==> src/rtl/ipv4_address_text_parser_core_macros.svh <==
// Assertion macros for the address parser top level.
`ifndef IPV4_ADDRESS_TEXT_PARSER_CORE_MACROS_SVH
`define IPV4_ADDRESS_TEXT_PARSER_CORE_MACROS_SVH

// Check on every rising clock edge outside reset.
`define IPV4ATP_ASSERT(name, expr, msg) \
  name: assert property (@(posedge clk) disable iff (rst) (expr)) else $error(msg);

// Check that also holds across reset.
`define IPV4ATP_ASSERT_RST(name, expr, msg) \
  name: assert property (@(posedge clk) (expr)) else $error(msg);

`endif

==> src/rtl/ipv4atp_pkg.sv <==
// Types, codes and constants of the IPv4 address text parser.
package ipv4atp_pkg;

  localparam logic [15:0] DEFAULT_PORT_RESET = 16'd27500;
  localparam int unsigned OCTET_MAX          = 255;
  localparam int unsigned PORT_MAX           = 65535;
  localparam int          ACC_W              = 20;
  localparam int          ACC_PROD_W         = ACC_W + 4;

  localparam logic [2:0] WORD_LEN  = 3'd5;
  localparam logic [2:0] WORD_FAIL = 3'd7;

  localparam logic [7:0] CH_NUL   = 8'h00;
  localparam logic [7:0] CH_DIG0  = 8'h30;
  localparam logic [7:0] CH_DIG9  = 8'h39;
  localparam logic [7:0] CH_DOT   = 8'h2e;
  localparam logic [7:0] CH_COLON = 8'h3a;

  typedef enum logic [1:0] {
    ST_IPV4        = 2'd0,
    ST_LOOPBACK    = 2'd1,
    ST_NOT_NUMERIC = 2'd2,
    ST_REJECTED    = 2'd3
  } status_t;

  typedef enum logic [1:0] {
    ERR_NONE        = 2'd0,
    ERR_NOT_NUMERIC = 2'd2,
    ERR_REJECTED    = 2'd3
  } err_t;

  typedef enum logic [4:0] {
    PH_OCT0 = 5'b00001,
    PH_OCT1 = 5'b00010,
    PH_OCT2 = 5'b00100,
    PH_OCT3 = 5'b01000,
    PH_PORT = 5'b10000
  } phase_t;

  typedef struct packed {
    logic [7:0] ch;
    logic       last;
  } in_item_t;

  typedef struct packed {
    status_t     status;
    logic [7:0]  octet_a;
    logic [7:0]  octet_b;
    logic [7:0]  octet_c;
    logic [7:0]  octet_d;
    logic [15:0] port_number;
  } out_item_t;

  // Characters of the loopback word, by match position.
  function automatic logic [7:0] loop_char(input logic [2:0] pos);
    logic [7:0] c;
    case (pos)
      3'd0:    c = 8'h6c; // l
      3'd1:    c = 8'h6f; // o
      3'd2:    c = 8'h63; // c
      3'd3:    c = 8'h61; // a
      3'd4:    c = 8'h6c; // l
      default: c = CH_NUL;
    endcase
    return c;
  endfunction

endpackage

==> src/rtl/ipv4atp_parser.sv <==
// Parser state and one-character step logic with result formation.
module ipv4atp_parser (
  input  logic                   clk,
  input  logic                   rst,
  input  logic                   step,
  input  ipv4atp_pkg::in_item_t  item,
  input  logic [15:0]            default_port,
  output ipv4atp_pkg::out_item_t result
);

  ipv4atp_pkg::phase_t            phase, phase_next;
  logic [ipv4atp_pkg::ACC_W-1:0]  acc, acc_next;
  logic                           digit_seen, digit_seen_next;
  logic [7:0]                     octets [4];
  logic [7:0]                     octets_next [4];
  logic [2:0]                     match_pos, match_pos_next;
  ipv4atp_pkg::err_t              err, err_next;
  logic                           ended, ended_next;

  logic                                is_digit;
  logic [ipv4atp_pkg::ACC_PROD_W-1:0]  acc_sum;
  logic                                sep_ok;
  logic [1:0]                          oct_idx;
  ipv4atp_pkg::phase_t                 phase_adv;

  always_comb begin
    is_digit = (item.ch >= ipv4atp_pkg::CH_DIG0) && (item.ch <= ipv4atp_pkg::CH_DIG9);
    // acc * 10 + digit as two shifts and two adds
    acc_sum = {1'b0, acc, 3'b000} + {3'b000, acc, 1'b0}
              + {{(ipv4atp_pkg::ACC_PROD_W-4){1'b0}}, item.ch[3:0]};
    case (phase)
      ipv4atp_pkg::PH_OCT0: begin oct_idx = 2'd0; phase_adv = ipv4atp_pkg::PH_OCT1; end
      ipv4atp_pkg::PH_OCT1: begin oct_idx = 2'd1; phase_adv = ipv4atp_pkg::PH_OCT2; end
      ipv4atp_pkg::PH_OCT2: begin oct_idx = 2'd2; phase_adv = ipv4atp_pkg::PH_OCT3; end
      ipv4atp_pkg::PH_OCT3: begin oct_idx = 2'd3; phase_adv = ipv4atp_pkg::PH_PORT; end
      default:              begin oct_idx = 2'd3; phase_adv = ipv4atp_pkg::PH_PORT; end
    endcase
    sep_ok = ((item.ch == ipv4atp_pkg::CH_DOT) && (phase != ipv4atp_pkg::PH_OCT3))
          || ((item.ch == ipv4atp_pkg::CH_COLON) && (phase == ipv4atp_pkg::PH_OCT3));
  end

  always_comb begin
    phase_next      = phase;
    acc_next        = acc;
    digit_seen_next = digit_seen;
    octets_next     = octets;
    match_pos_next  = match_pos;
    err_next        = err;
    ended_next      = ended;
    result          = '0;

    if (!ended) begin
      if (item.ch == ipv4atp_pkg::CH_NUL) begin
        ended_next = 1'b1;
      end else begin
        if ((match_pos < ipv4atp_pkg::WORD_LEN)
            && (item.ch == ipv4atp_pkg::loop_char(match_pos))) begin
          match_pos_next = match_pos + 3'd1;
        end else begin
          match_pos_next = ipv4atp_pkg::WORD_FAIL;
        end

        if (err == ipv4atp_pkg::ERR_NONE) begin
          if (phase != ipv4atp_pkg::PH_PORT) begin
            if (is_digit) begin
              acc_next        = acc_sum[ipv4atp_pkg::ACC_W-1:0];
              digit_seen_next = 1'b1;
              if (acc_sum > ipv4atp_pkg::ACC_PROD_W'(ipv4atp_pkg::OCTET_MAX)) begin
                err_next = ipv4atp_pkg::ERR_NOT_NUMERIC;
              end
            end else if (sep_ok) begin
              if (!digit_seen) begin
                err_next = ipv4atp_pkg::ERR_NOT_NUMERIC;
              end else begin
                octets_next[oct_idx] = acc[7:0];
                phase_next           = phase_adv;
                acc_next             = '0;
                digit_seen_next      = 1'b0;
              end
            end else begin
              err_next = ipv4atp_pkg::ERR_NOT_NUMERIC;
            end
          end else begin
            if (is_digit) begin
              acc_next        = acc_sum[ipv4atp_pkg::ACC_W-1:0];
              digit_seen_next = 1'b1;
              if (acc_sum > ipv4atp_pkg::ACC_PROD_W'(ipv4atp_pkg::PORT_MAX)) begin
                err_next = ipv4atp_pkg::ERR_REJECTED;
              end
            end else begin
              err_next = ipv4atp_pkg::ERR_REJECTED;
            end
          end
        end
      end
    end

    // Verdict from the state after this character
    if (match_pos_next == ipv4atp_pkg::WORD_LEN) begin
      result.status = ipv4atp_pkg::ST_LOOPBACK;
    end else if (err_next != ipv4atp_pkg::ERR_NONE) begin
      case (err_next)
        ipv4atp_pkg::ERR_REJECTED: result.status = ipv4atp_pkg::ST_REJECTED;
        default:                   result.status = ipv4atp_pkg::ST_NOT_NUMERIC;
      endcase
    end else if (phase_next == ipv4atp_pkg::PH_PORT) begin
      if (!digit_seen_next) begin
        result.status = ipv4atp_pkg::ST_REJECTED;
      end else begin
        result.status      = ipv4atp_pkg::ST_IPV4;
        result.octet_a     = octets_next[0];
        result.octet_b     = octets_next[1];
        result.octet_c     = octets_next[2];
        result.octet_d     = octets_next[3];
        result.port_number = acc_next[15:0];
      end
    end else if (phase_next == ipv4atp_pkg::PH_OCT3) begin
      if (!digit_seen_next) begin
        result.status = ipv4atp_pkg::ST_NOT_NUMERIC;
      end else begin
        result.status      = ipv4atp_pkg::ST_IPV4;
        result.octet_a     = octets_next[0];
        result.octet_b     = octets_next[1];
        result.octet_c     = octets_next[2];
        result.octet_d     = acc_next[7:0];
        result.port_number = default_port;
      end
    end else begin
      result.status = ipv4atp_pkg::ST_NOT_NUMERIC;
    end
  end

  always_ff @(posedge clk) begin
    if (rst || (step && item.last)) begin
      phase      <= ipv4atp_pkg::PH_OCT0;
      acc        <= '0;
      digit_seen <= 1'b0;
      octets     <= '{default: 8'h00};
      match_pos  <= 3'd0;
      err        <= ipv4atp_pkg::ERR_NONE;
      ended      <= 1'b0;
    end else if (step) begin
      phase      <= phase_next;
      acc        <= acc_next;
      digit_seen <= digit_seen_next;
      octets     <= octets_next;
      match_pos  <= match_pos_next;
      err        <= err_next;
      ended      <= ended_next;
    end
  end

endmodule

==> src/rtl/ipv4_address_text_parser_core.sv <==
// Top level of the IPv4 dotted-quad address text parser.
// Streams an address string in, one character per item, and delivers one
// result item on the item marked last: status (0 IPv4, 1 loopback word
// "local", 2 not numeric, 3 bad port or text after the port), four octets
// and the port. Leading zeros are allowed, octets above 255 and ports above
// 65535 are refused, and a zero byte ends the string early. Without a
// ":port" part the default_port register (reset 27500) is reported.
// Throughput is one item per clock; the only back-pressure comes from a
// stalled result register, which holds back a last item, while non-last
// items keep flowing. Each item is held in the input register, and the
// parser step runs between that register and the result register, which
// loads as the last item leaves the input register. Write cfg_wr_en only
// while no string is in flight.
`include "ipv4_address_text_parser_core_macros.svh"
module ipv4_address_text_parser_core (
  input  logic                   clk,
  input  logic                   rst,
  input  logic                   cfg_wr_en,
  input  logic [15:0]            cfg_wr_data,
  input  logic                   in_valid,
  output logic                   in_stall,
  input  ipv4atp_pkg::in_item_t  in_item,
  output logic                   out_valid,
  input  logic                   out_stall,
  output ipv4atp_pkg::out_item_t out_item
);

  // Default port register
  logic [15:0] default_port;

  always_ff @(posedge clk) begin
    if (rst) begin
      default_port <= ipv4atp_pkg::DEFAULT_PORT_RESET;
    end else if (cfg_wr_en) begin
      default_port <= cfg_wr_data;
    end
  end

  // Input register: hold one character until the parser step takes it
  logic                  in_q_valid;
  ipv4atp_pkg::in_item_t in_q;
  logic                  out_free;
  logic                  advance;
  logic                  accept;

  // A last item needs a free result slot; other items advance at once
  assign out_free = !out_valid || !out_stall;
  assign advance  = in_q_valid && (!in_q.last || out_free);
  assign in_stall = in_q_valid && !advance;
  assign accept   = in_valid && !in_stall;

  always_ff @(posedge clk) begin
    if (rst) begin
      in_q_valid <= 1'b0;
    end else if (accept) begin
      in_q_valid <= 1'b1;
    end else if (advance) begin
      in_q_valid <= 1'b0;
    end
  end

  always_ff @(posedge clk) begin
    if (accept) begin
      in_q <= in_item;
    end
  end

  // Parser step: state update and verdict for the held character
  ipv4atp_pkg::out_item_t result;

  ipv4atp_parser u_parser (
    .clk          (clk),
    .rst          (rst),
    .step         (advance),
    .item         (in_q),
    .default_port (default_port),
    .result       (result)
  );

  // Result register: load on a last item, drop once taken downstream
  always_ff @(posedge clk) begin
    if (rst) begin
      out_valid <= 1'b0;
    end else if (advance && in_q.last) begin
      out_valid <= 1'b1;
    end else if (out_valid && !out_stall) begin
      out_valid <= 1'b0;
    end
  end

  always_ff @(posedge clk) begin
    if (advance && in_q.last) begin
      out_item <= result;
    end
  end

  // Checks
  `IPV4ATP_ASSERT(a_result_from_last, $rose(out_valid) |-> $past(advance && in_q.last), "result without a last item")
  `IPV4ATP_ASSERT(a_no_overwrite, (out_valid && out_stall) |-> !(advance && in_q.last), "held result overwritten")
  `IPV4ATP_ASSERT(a_zero_fields, (out_valid && (out_item.status != ipv4atp_pkg::ST_IPV4)) |-> ((out_item.port_number == 16'd0) && (out_item.octet_a == 8'd0) && (out_item.octet_d == 8'd0)), "fields not cleared for a failed parse")
  `IPV4ATP_ASSERT_RST(a_reset_idle, rst |=> (!out_valid && !in_stall), "not idle after reset")

endmodule

==> config.mk <==
export PLATFORM = sky130hd
export DESIGN_NAME = ipv4_address_text_parser_core
export DESIGN_NICKNAME = d
export VERILOG_FILES = /design/src/rtl/ipv4atp_pkg.sv /design/src/rtl/ipv4atp_parser.sv /design/src/rtl/ipv4_address_text_parser_core.sv
export VERILOG_INCLUDE_DIRS = /design/src /design/src/rtl
export SDC_FILE = /design/constraint.sdc
export NUM_CORES = 1
export LEC_CHECK = 0
export BUFFER_PORTS_ARGS = -buffer_cell sky130_fd_sc_hd__buf_2
export CAP_MARGIN = 40
export CORE_UTILIZATION = 50
export DETAILED_ROUTE_END_ITERATION = 10
export GPL_TIMING_DRIVEN = 1
export PLACE_DENSITY = 0.72
export SETUP_SLACK_MARGIN = 0.1
export SYNTH_ARGS = -nofsm -noshare
export SYNTH_HDL_FRONTEND = slang
export SYNTH_SLANG_ARGS = --single-unit
==> constraint.sdc <==
create_clock -name clk -period 4.45 [get_ports clk]
set_input_delay 1.1125 -clock clk [delete_from_list [all_inputs] [get_ports clk]]
set_output_delay 1.1125 -clock clk [all_outputs]
set_load 0.02 [all_outputs]
# [Word-level counts from Yosys, hierarchy flattened]
# Index checks and enable logic that the tools add are counted.
[totals] output_inout_bits=52 register_bits=141
[op_classes] n_eq_ne=17 n_addsub=3 n_bitwise=3 n_lt_le_gt_ge=7 mux=65 reduce_logical=31
[op_table] cell="$mux 32" count=7
[op_table] cell="$mux 48" count=3
[op_table] cell="$mux 20" count=5
[op_table] cell="$mux 50" count=1
[op_table] cell="$mux 16" count=3
[op_table] cell="$mux 5" count=7
[op_table] cell="$bwmux 32" count=1
[op_table] cell="$mux 2" count=14
[op_table] cell="$pmux 7 s4" count=1
[op_table] cell="$add 23x21->24" count=1
[op_table] cell="$add 24x4->24" count=1
[op_table] cell="$gt 24x16->1 const B" count=1
[op_table] cell="$gt 24x8->1 const B" count=1
[op_table] cell="$mux 8" count=3
[op_table] cell="$demux 8 s2" count=1
[op_table] cell="$eq 8x6->1 const B" count=2
[op_table] cell="$pmux 5 s3" count=1
[op_table] cell="$mux 1" count=14
[op_table] cell="$reduce_bool 2->1" count=6
[op_table] cell="$eq 5x4->1 const B" count=2
[op_table] cell="$logic_and 1x1->1" count=10
[op_table] cell="$mux 3" count=3
[op_table] cell="$eq 8x8->1" count=1
[op_table] cell="$ge 8x6->1 const B" count=1
[op_table] cell="other kinds (25)" count=36

# [Longest topological paths before layout]
# Gate-level depths: netlist of the first run.
[depth] ltp_word=19 depth_mapped=16 mapped_depth_nobuf=14

# [Cells and area by module]
# From an unflattened synthesis of the first run, not the netlist that was laid out.
[unflattened] hier_cells=903 hier_area_um2=8623.3
[modules_own_cells] mod="ipv4atp_parser" area_each_um2=6143.4 seq_area_each_um2=1281.2 instances=1 cells_per_inst=779
[modules_own_cells] mod="ipv4_address_text_parser_core" area_each_um2=2479.9 seq_area_each_um2=2132.0 instances=1 cells_per_inst=124

# [Least setup slack after synthesis of the first run]
# No wires, ideal clock.
[synth_timing] path_kind="flip-flop to flip-flop" startpoint="register u_parser.acc[0] (netlist name)" endpoint="register out_item[10] (netlist name) (data pin)" path_buffers=2 arrival_ps=3886 stages_incl_launch_ff=16 setup_ps=266 synth_period_minus_slack_ps=4152 path_slack_ps=298 path_cell_list="dfxtp_1 inv_1 fa_1 fa_1 nand2b_1 a21oi_1 o22ai_1 o31ai_1 a2111oi_0 nor4_1 nor4_1 o311a_1 nand3_1 buf_2 clkbuf_1 nor2_1"
[synth_via] elab_chain_len=11 elab_cells_between_ends=22 classes_between="add/sub (2); order compare (2); mux (16); reduce/logical (2)"
[synth_rtl] element="from (decl)" line="ipv4atp_parser.sv:12" text="logic [ipv4atp_pkg::ACC_W-1:0] acc, acc_next;"
[synth_rtl] element="from (signal assigned)" line="ipv4atp_parser.sv:144" text="acc <= acc_next;"
[synth_rtl] element="$add 23x21->24 *" line="ipv4atp_parser.sv:29" text="acc_sum = {1'b0, acc, 3'b000} + {3'b000, acc, 1'b0}"
[synth_rtl] element="$add 24x4->24 *" line="ipv4atp_parser.sv:30" text="+ {{(ipv4atp_pkg::ACC_PROD_W-4){1'b0}}, item.ch[3:0]};"
[synth_rtl] element="$gt 24x16->1 or $gt 24x8->1 (tied branches)" line="ipv4atp_parser.sv:87, ipv4atp_parser.sv:68"
[synth_rtl] element="$mux 2 (on tied branches)" line="ipv4atp_parser.sv:87, ipv4atp_parser.sv:68"
[synth_rtl] element="$mux 2 (on tied branches)" line="ipv4atp_parser.sv:84, ipv4atp_parser.sv:65"
[synth_rtl] element="$mux 2" line="ipv4atp_parser.sv:64" text="if (phase != ipv4atp_pkg::PH_PORT) begin"
[synth_rtl] element="$mux 2" line="ipv4atp_parser.sv:63" text="if (err == ipv4atp_pkg::ERR_NONE) begin"
[synth_rtl] element="$mux 2" line="ipv4atp_parser.sv:53" text="if (item.ch == ipv4atp_pkg::CH_NUL) begin"
[synth_rtl] element="$mux 2" line="ipv4atp_parser.sv:52" text="if (!ended) begin"
[synth_rtl] element="$reduce_bool 2->1" line="ipv4atp_parser.sv:101" text="end else if (err_next != ipv4atp_pkg::ERR_NONE) begin"
[synth_rtl] element="$reduce_or 2->1 (no source line)"
[synth_rtl] element="to (signal assigned)" line="ipv4_address_text_parser_core.sv:93" text="out_item <= result;"
[synth_rtl] element="to (decl)" line="ipv4_address_text_parser_core.sv:25" text="output ipv4atp_pkg::out_item_t out_item"
# Every way passes the cells marked *; elsewhere a longest branch is shown, timed or not. The select of a mux whose other input is x is not followed.
# A chain may end at the register's enable or synchronous reset.

# [Worst setup path in the final report of the first run]
[layout_timing] startpoint="register in_q[4] (netlist name)" endpoint="register out_item[15] (netlist name) (data pin)"
[layout_via] elab_chain_len=12 elab_cells_between_ends=55 classes_between="add/sub (1); order compare (4); eq/ne (6); mux (36); reduce/logical (8)"
[layout_rtl] element="from (decl)" line="ipv4_address_text_parser_core.sv:41" text="ipv4atp_pkg::in_item_t in_q;"
[layout_rtl] element="from (signal assigned)" line="ipv4_address_text_parser_core.sv:64" text="in_q <= in_item;"
[layout_rtl] element="branches (longest 12 deep; another with $add 24x4->24)"
# Parallel ways; which one is timed is not known. The select of a mux whose other input is x is not followed.

==> results.txt, run 1 <==
The worst hold-check path type is reg2reg. Summed over all cells, the static leakage comes to 3.711 nW. The proportion of synthesized flip-flops having asynchronous set or reset came out at 0%.

The cell family contributing the most delay on the critical path is compound AO/OA/AOI/OAI gates. The total number of H-tree levels is 4. The synthesized design contains 141 register bits. The core utilization of the finished layout came out at 59.60%. The clock input transition at the sequential cells of the worst setup and hold paths is 0.06 ns.

The post-layout net count came out at 992. By area the synthesized netlist is led by edfxtp_1 23%, dfxtp_1 21%, ha_1 7.1%, nor2_1 5.1%, mux2i_1 4.9%. The clock insertion delay at the later pin of the skew report came out at 0.43 ns.

Global routing used 25.90% of the available tracks across all layers. The highest fanout seen on the critical path is 24. The max-slew violation count came out at 0. The worst setup path is launched from a flip-flop. The final instance area came out at 0.009060 mm². The worst register-to-register path ends at out_item[15]. The wire length of the first global-routing pass is 32100 µm. The setup clock skew after layout came out at 0.006997 ns. The worst reg2reg path depth came out at 16. The post-synthesis area per instance is 9.343 µm².

The repair_antennas step left the layout with diodes totalling 0. The height of the chip is 126.7 µm. The worst IR drop on VDD came out at 0.0003038 V. The detailed-route vias per instance is 6.012.

The count of buffer and inverter cells on the critical path came out at 4. The cell area power density came out at 319.7 mW/mm². Routability-driven placement finished with a final weighted congestion of 0.9532. The via count of the routed design is 6715. For the worst setup path, the data arrival time is 4.29 ns.

The total iterations of the first detailed-routing run came out at 5. The width of the die came out at 126.7 µm. The total number of placement rows came out at 45. The dominant cell type by area after synthesis is edfxtp_1. Measured against its own limit, the worst slew margin works out to 42.63%. After synthesis, flip-flops and latches occupy 43.91% of the total area. The portion of synthesized cell area occupied by the leading cell type came out at 22.79%.

The most critical setup path has its startpoint at in_q[4]. In this run the register-to-register setup slack is 0.33 ns. The critical path goes through inv_1 -> fa_1 -> fa_1 -> nand2b_1 -> a21oi_2 -> o22ai_1 -> o31ai_1 -> buf_4 -> a2111oi_0 -> nor4_1 -> nor4_1 -> buf_4 -> o311a_1 -> nand3_2 -> clkbuf_16 -> nor2_1. The path length in cells of the critical path is 16.

The number of hold violations in the final report is 0. The number of setup violations in the final report came out at 0. The fraction of final layout cells sized beyond drive strength 1 came out at 20.56%. Setup repair after global routing left no endpoint under its margin. The class of the most critical setup path is reg2reg.

The average wire per standard cell is 18.34 µm. The number of instances in the synthesized netlist is 832. The count of placed standard cells in the final layout, fillers left out came out at 1117.

The total negative slack came out at 0 ns. The post-detailed-placement cell area came out at 0.008458 mm². The Yosys warning count came out at 0. The number of buffers on the longest clock path is 2. The placed cell count is 1082. The number of global-route vias before repair was 6191. Synthesis produced a netlist with a net count of 908. The routed design has 20480 µm of wire. The floorplan step defined a die boundary enclosing 0.01605 mm².

The final critical-path required period came out at 4.115 ns. The reg-to-reg startpoint is in_q[4]. The tree is rooted in a clkbuf_16. The number of antenna violations at the first check in global routing came out at 0. The pin count of the biggest net entering global routing came out at 52.

The top cell types in the final layout, fill and taps aside, are 105 x nor2_1, 82 x buf_2, 81 x nand2_1, 81 x dfxtp_1, 74 x a21oi_1. The share of the cycle needed by the critical path after routing came out at 92.48%. In this run the tool buffered the top-level ports with 81 buffer cells. TritonCTS built the clock tree. The placeable core region came out at 0.01520 mm². The delay of the slowest critical-path stage is 0.53 ns.

The critical path ends at out_item[15]. The flow ran to the end, and the final reports show no timing, DRC or antenna violations. The layout-stage area growth over the synthesis result came out at 16.55%. Counting flops with a built-in enable in the synthesized netlist gives 59.

In the synthesized netlist the dominant register cell turns out to be dfxtp_1. The remaining routing DRC violations is 0. The remaining antenna violation count is 0. The slowest stage cell on the critical path is fa_1. The starting density of the core is 51.14%. The element type at the critical path end is a flip-flop. STA puts the critical path data required time at 4.63 ns. The library cell used most frequently in the layout, excluding fill and tap cells, is nor2_1.

The worst-margin pin slew is 0.8540 ns. The mapped cell area came out at 0.007774 mm². For this run, the top clock speed supported by timing is 243.0 MHz. The max-cap check violation count is 0. The number of violations reported at the end of detailed-routing iteration 0 came out at 612. The total grt overflow came out at 0. Once detailed placement completed, the half-perimeter wirelength came to 14410 µm. The number of sinks handled by clock tree synthesis came out at 141. Counting the buffers created by CTS gives 17. The total I/O pin count came out at 82. The count of unique library cells instantiated by Yosys is 70.
[cells by family (layout without fill, tap and decap cells)]
logic type,count (synthesis),count (layout),share of synthesized area [%]
AO/OA/AOI/OAI,231,231,19.09
buffers and inverters,67,164,3.670
multiplexers,44,44,5.762
XOR/XNOR,17,17,1.915
flip-flops,141,141,43.91
adder cells (fa/ha/maj),46,46,7.597
AND/OR/NAND/NOR,286,286,18.06
[sequential cells by signal (all words and copies together), names as in the netlist]
signal               flops
default_port            16
in_q                     9
in_q_valid               1
out_item                50
out_valid                1
u_parser.acc            20
u_parser.digit_seen      1
u_parser.ended           1
u_parser.err             2
u_parser.match_pos       3
u_parser.octets         32
u_parser.phase           5
[synth_stat cells, types with 4 or more instances]
cell type    n
a211o_1      9
a211oi_1     6
a21o_1       5
a21oi_1     75
a22o_1       4
a22oi_1     27
and3_1       5
clkbuf_1    39
dfxtp_1     82
edfxtp_1    59
ha_1        44
inv_1       18
mux2_2       6
mux2i_1     38
nand2_1     81
nand3_1     10
nand4_1      5
nor2_1     105
nor2b_1     10
nor3_1      16
nor3_2      21
nor4_1       5
o211ai_1     6
o21a_1       8
o21ai_0     53
o221a_2      6
o22ai_1      6
o31ai_1      4
or3_1        4
xnor2_1     10
xor2_1       7
[worst min-delay path by stage]
stage / start / end / slack [ns] / cells after the start
2_1_floorplan: u_parser.ended / u_parser.ended / 0.43 / 2
3_3_place_gp: u_parser.octets[25] / u_parser.octets[25] / 0.44 / 2
3_5_place_dp: u_parser.octets[25] / u_parser.octets[25] / 0.45 / 2
4_1_cts: u_parser.octets[25] / u_parser.octets[25] / 0.45 / 2
5_1_grt: u_parser.octets[31] / u_parser.octets[31] / 0.47 / 2
6_report: u_parser.octets[25] / u_parser.octets[25] / 0.45 / 2
[power by group]
part           switching, W  total [W]  internal [W]
Clock              0.000566    0.00134      0.000770
Combinational      0.000115   0.000176     0.0000606
Sequential        0.0000171    0.00138       0.00137
Total              0.000698    0.00290       0.00220
[per-stage QoR]
step                      power, W  hold slack, ns  worst slack, ns
after detailed placement  0.001577          0.4475           0.2478
after floorplan           0.001513          0.4290           0.2984
after global placement    0.001573          0.4401           0.2744
after CTS                 0.002899          0.4540           0.2269
after global routing      0.002986          0.4745           0.1060
final                     0.002896          0.4519           0.3345
[per-layer routing]
layer / wire length, µm / global-route usage, % / vias to the layer above
met5: 0 / 0 / -
met4: 583 / 11.76 / 0
met3: 1114 / 4.260 / 49
met2: 9620 / 42.28 / 263
met1: 9164 / 33.87 / 3180
li1: - / - / 3223
[worst min-delay path, delay by kind of cell (launching register included)]
kind | cells | cell delay [ns]
flip-flops | 1 | 0.31
AND/OR/NAND/NOR | 1 | 0.05
AO/OA/AOI/OAI | 1 | 0.05
[timing repair]
action,in CTS,in global routing
endpoints found under the setup margin,0,50
setup buffers,0,2
resized for setup,0,5
hold buffers,0,0
hold endpoints to repair,0,0
[area by class of cell]
class	count	area [µm²]
well taps	188	235.2
repair buffers	114	693.2
clock buffers	19	432.9
inverters	18	67.56
multi-input cells	624	4098
flip-flops and latches	141	3415
fillers	1286	6142
clock inverters	13	118.9
Note: power is estimated with default switching activity, not from simulation.
==> run 2, diff against run 1 <==
--- a/config.mk
+++ b/config.mk
@@ -11,8 +11,9 @@
 export CORE_UTILIZATION = 50
 export DETAILED_ROUTE_END_ITERATION = 10
 export GPL_TIMING_DRIVEN = 1
-export PLACE_DENSITY = 0.72
+export PLACE_DENSITY = 0.69
 export SETUP_SLACK_MARGIN = 0.1
 export SYNTH_ARGS = -nofsm -noshare
 export SYNTH_HDL_FRONTEND = slang
+export SYNTH_HIERARCHICAL = 1
 export SYNTH_SLANG_ARGS = --single-unit
==> constraint.sdc (replaced) <==
create_clock -name clk -period 4.74 [get_ports clk]
set_input_delay 1.185 -clock clk [delete_from_list [all_inputs] [get_ports clk]]
set_output_delay 1.185 -clock clk [all_outputs]
set_load 0.02 [all_outputs]
==> run 2 against run 1 <==
  * Clock skew is 0.0047 ns higher
  * Synthesized cell count is 8.5% higher
  * Sequential cell count stayed put
  * Hold slack better by 0.0063 ns
  * Combinational power is 3% lower
  * Sequential share of layout area is 2.7 points lower
  * Synthesized area is 11% higher
  * Routed wire length is 9.1% higher
  * Clock power is 8% higher
  * Utilization is 1.2 points lower
  * Critical endpoint is now out_item[45]
==> results.txt, run 2 <==
The total number of placement rows came out at 47 (was 45). The worst-margin pin slew is 0.8529 ns (was 0.8540 ns). The worst flop-to-flop path endpoint was out_item[45] (was out_item[15]). The count of unique library cells instantiated by Yosys is 89 (was 70). The reg-to-reg startpoint was u_parser/acc[0] (was in_q[4]).

The slowest stage cell on the critical path is fa_1 (unchanged). The height of the chip came to 133.3 µm (was 126.7 µm). The origin of the worst setup path was u_parser/acc[0] (was in_q[4]).

The post-layout net count came out at 1033 (was 992). Biggest regs: out_item (50), u_parser/octets (32), u_parser/acc (20) (was out_item (50), u_parser.octets (32), u_parser.acc (20)). The width of the die came out at 133.3 µm (was 126.7 µm). The maximum clock frequency is 232.1 MHz (was 243.0 MHz). The critical path endpoint is out_item[45] (was out_item[15]).

The leakage power of the design came to 3.922 nW (was 3.711 nW). The highest fanout seen on the critical path is 50 (was 24). The proportion of synthesized flip-flops having asynchronous set or reset is 0% (unchanged). The synthesized netlist net count is 979 (was 908). The number of enable flip-flop cells after synthesis is 59 (unchanged). The number of hold violations in the final report was 0 (unchanged).

The number of buffers on the longest clock path came out at 2 (unchanged). The worst reg2reg path depth is 12 (was 16). The tightest hold margin was 0.4582 ns (was 0.4519 ns). The total length of routed wires came out at 22350 µm (was 20480 µm). The number of setup violations in the final report came out at 0 (unchanged). The setup slack after layout came to 0.4313 ns (was 0.3345 ns). The total of fill cells in the finished design came out at 1495 (was 1286). The dominant cell type by area after synthesis is edfxtp_1 (unchanged). Most area-consuming cells after synthesis: edfxtp_1 21%, dfxtp_1 19%, mux2i_1 7.7%, ha_1 6.4%, nor2_1 4.4% (was edfxtp_1 23%, dfxtp_1 21%, ha_1 7.1%, nor2_1 5.1%, mux2i_1 4.9%).

The wire length of the first global-routing pass came out at 35900 µm (was 32100 µm). The clock insertion delay at the later pin of the skew report came out at 0.43 ns (about the same). The startpoint type of the worst setup path is a flip-flop (unchanged). The starting density of the core is 51.63% (was 51.14%). The remaining antenna violation count was 0 (unchanged). Status: finished, final reports clean (unchanged). The overall track demand over capacity in global routing is 25.79% (was 25.90%). CP cell instances: inv_1 -> fa_1 -> fa_1 -> nor2b_1 -> o2111ai_1 -> a21boi_1 -> o21ai_0 -> a221oi_1 -> a41o_1 -> nand3_2 -> buf_4 -> a2111oi_1 (was inv_1 -> fa_1 -> fa_1 -> nand2b_1 -> a21oi_2 -> o22ai_1 -> o31ai_1 -> buf_4 -> a2111oi_0 -> nor4_1 -> nor4_1 -> buf_4 -> o311a_1 -> nand3_2 -> clkbuf_16 -> nor2_1). The data required time at the worst endpoint is 4.93 ns (was 4.63 ns).

The placed wire-length estimate is 15810 µm (was 14410 µm). The max-slew violation count came out at 0 (unchanged). The total die area was 0.01778 mm² (was 0.01605 mm²). The max-slew headroom at the worst pin came out at 43.03% (was 42.63%). The placeable core region was 0.01670 mm² (was 0.01520 mm²). The class of the most critical setup path was reg2reg (unchanged).

The max-cap check violation count was 0 (unchanged). The remaining routing DRC violations is 0 (unchanged). The worst hold-check path type is reg2reg (unchanged).

RSZ-0062 raised after global routing: no (unchanged). The share of the cycle needed by the critical path after routing came out at 90.90% (was 92.48%). The number of port buffers came out at 81 (unchanged). The number of global-route vias before repair came out at 6758 (was 6191).

The root buffer selected by CTS is clkbuf_16 (unchanged). The worst slack at placement came out at 0.5296 ns (was 0.2478 ns). The most common cell after layout, fill and taps aside was nor2_1 (unchanged). The number of buffers created by CTS is 17 (unchanged). The delay of the slowest critical-path stage is 0.54 ns (was 0.53 ns). Synth cell count leaders: 102 x nor2_1, 82 x dfxtp_1, 71 x a21oi_1 (was 105 x nor2_1, 82 x dfxtp_1, 81 x nand2_1). The arrival time of data at the critical path endpoint is 4.50 ns (was 4.29 ns). The total grt overflow is 0 (unchanged). The routability congestion estimate from global placement is 0.9618 (was 0.9532). The sequential area share after synthesis came out at 39.58% (was 43.91%). The final critical-path required period came to 4.309 ns (was 4.115 ns).

The total negative slack came out at 0 ns (unchanged). The fraction of final layout cells sized beyond drive strength 1 is 18.56% (was 20.56%). The number of antenna violations at the first check in global routing is 0 (unchanged). The post-synthesis area per instance was 9.550 µm² (was 9.343 µm²). The via count of the routed design came to 7363 (was 6715).

The element type at the critical path end is a flip-flop (unchanged). The startpoint of the tightest hold check path is u_parser/octets[12] (was u_parser.octets[25]). The Yosys warning count is 6 (was 0). The dominant cell type by count on the critical path is fa_1. The average wire per standard cell is 18.78 µm (was 18.34 µm). The flip-flop count of the largest register, all copies and words added came out at 50 (unchanged). The detailed-route vias per instance is 6.187 (was 6.012).

The worst IR drop on VDD is 0.0003446 V (was 0.0003038 V). Highest-count cells in the layout ignoring fill and taps: 101 x nor2_1, 82 x dfxtp_1, 81 x buf_2, 70 x a21oi_1, 66 x mux2i_1 (was 105 x nor2_1, 82 x buf_2, 81 x nand2_1, 81 x dfxtp_1, 74 x a21oi_1). The core utilization of the finished layout is 58.36% (was 59.60%).

The total iterations of the first detailed-routing run is 6 (was 5). The total number of H-tree levels came out at 4 (unchanged). The number of sinks handled by clock tree synthesis came out at 141 (unchanged). The flip-flop and latch count after synthesis came out at 141 (unchanged). The cell area power density came to 300.5 mW/mm² (was 319.7 mW/mm²). The prevailing post-synth register cell was dfxtp_1 (unchanged). The number of violations reported at the end of detailed-routing iteration 0 was 851 (was 612).

The number of instances in the synthesized netlist is 903 (was 832). The setup clock skew after layout was 0.01173 ns (was 0.006997 ns). The post-CTS setup buffer count came out at 0 (unchanged). The pin count of the biggest net entering global routing came to 51 (was 52).

The mapped cell area came out at 0.008623 mm² (was 0.007774 mm²). The portion of synthesized cell area occupied by the leading cell type is 20.55% (was 22.79%). The total I/O pin count is 82 (unchanged). The leading cell type by number of instances after synthesis is nor2_1 (unchanged).

The number of inserted diodes came out at 0 (unchanged). The reg2reg setup slack is 0.43 ns (was 0.33 ns). The TritonCTS clock tree was done (unchanged). The clock input transition at the sequential cells of the worst setup and hold paths is 0.07 ns (was 0.06 ns).

The most flop-heavy register was out_item (unchanged). The layout-stage area growth over the synthesis result came out at 13.03% (was 16.55%).
## run 2: critical path: cells and delay by family, from the launching register on
kind	cells	cell delay, ns
adders and majority gates	2	1.02
AOI/OAI and AO/OA	6	1.78
DFF	1	0.45
and+or+nand+nor	2	0.30
buffers and inverters	2	0.47
## run 2: metal layers
layer / up-vias / track usage (%) / share of wire, %
met5: - / 0 / 0
met4: 0 / 8.523 / 2.6
met3: 39 / 4.642 / 6.7
met2: 312 / 41.17 / 47
met1: 3493 / 35.26 / 44
li1: 3519 / - / -
## run 2: how the worst min path moves through the flow
stage                                     end  cells past startpoint
after global placement    u_parser/octets[11]                      2
final                     u_parser/octets[12]                      2
after floorplan           u_parser/octets[10]                      2
after CTS                 u_parser/octets[11]                      2
after detailed placement  u_parser/octets[11]                      2
after global routing       u_parser/octets[9]                      2
## run 2: power breakdown
group | switching [W] | internal [W] | total, W
registers | 0.0000191 | 0.00129 | 0.00131
logic | 0.000111 | 0.0000584 | 0.000170
clock network | 0.000560 | 0.000893 | 0.00145
## run 2: repair_timing
item,4_1_cts,5_1_grt
endpoints found under the setup margin,0,1
hold endpoints to repair,0,0
hold buffers,0,0
resized for setup,0,1
## run 2: final cells by class
type | count | area (µm²) | area share (%)
multi-input cells | 677 | 4796 | 49.20
flip-flops and latches | 141 | 3413 | 35.02
repair buffers | 96 | 538.0 | 5.520
clock buffers | 18 | 429.2 | 4.403
well taps | 220 | 275.3 | 2.824
clock inverters | 14 | 205.2 | 2.105
inverters | 24 | 90.09 | 0.9243
## run 2: metrics by stage
step	total power (W)	area [µm²]	instances
2_1_floorplan	0.001447	8623	903
3_3_place_gp	0.001494	9077	1156
3_5_place_dp	0.001500	9112	1158
4_1_cts	0.002947	9747	1190
5_1_grt	0.003011	9747	1190
6_report	0.002929	9747	1190
## run 2: logic make-up after synthesis
| family | share of synthesized area (%) |
|---|---|
| DFF | 39.58 |
| AOI/OAI and AO/OA | 22.78 |
| muxes | 7.661 |
| xor gates and xnor gates | 0.8126 |
| and+or+nand+nor | 17.05 |
| adders and majority gates | 6.849 |
| buffers and inverters | 5.267 |
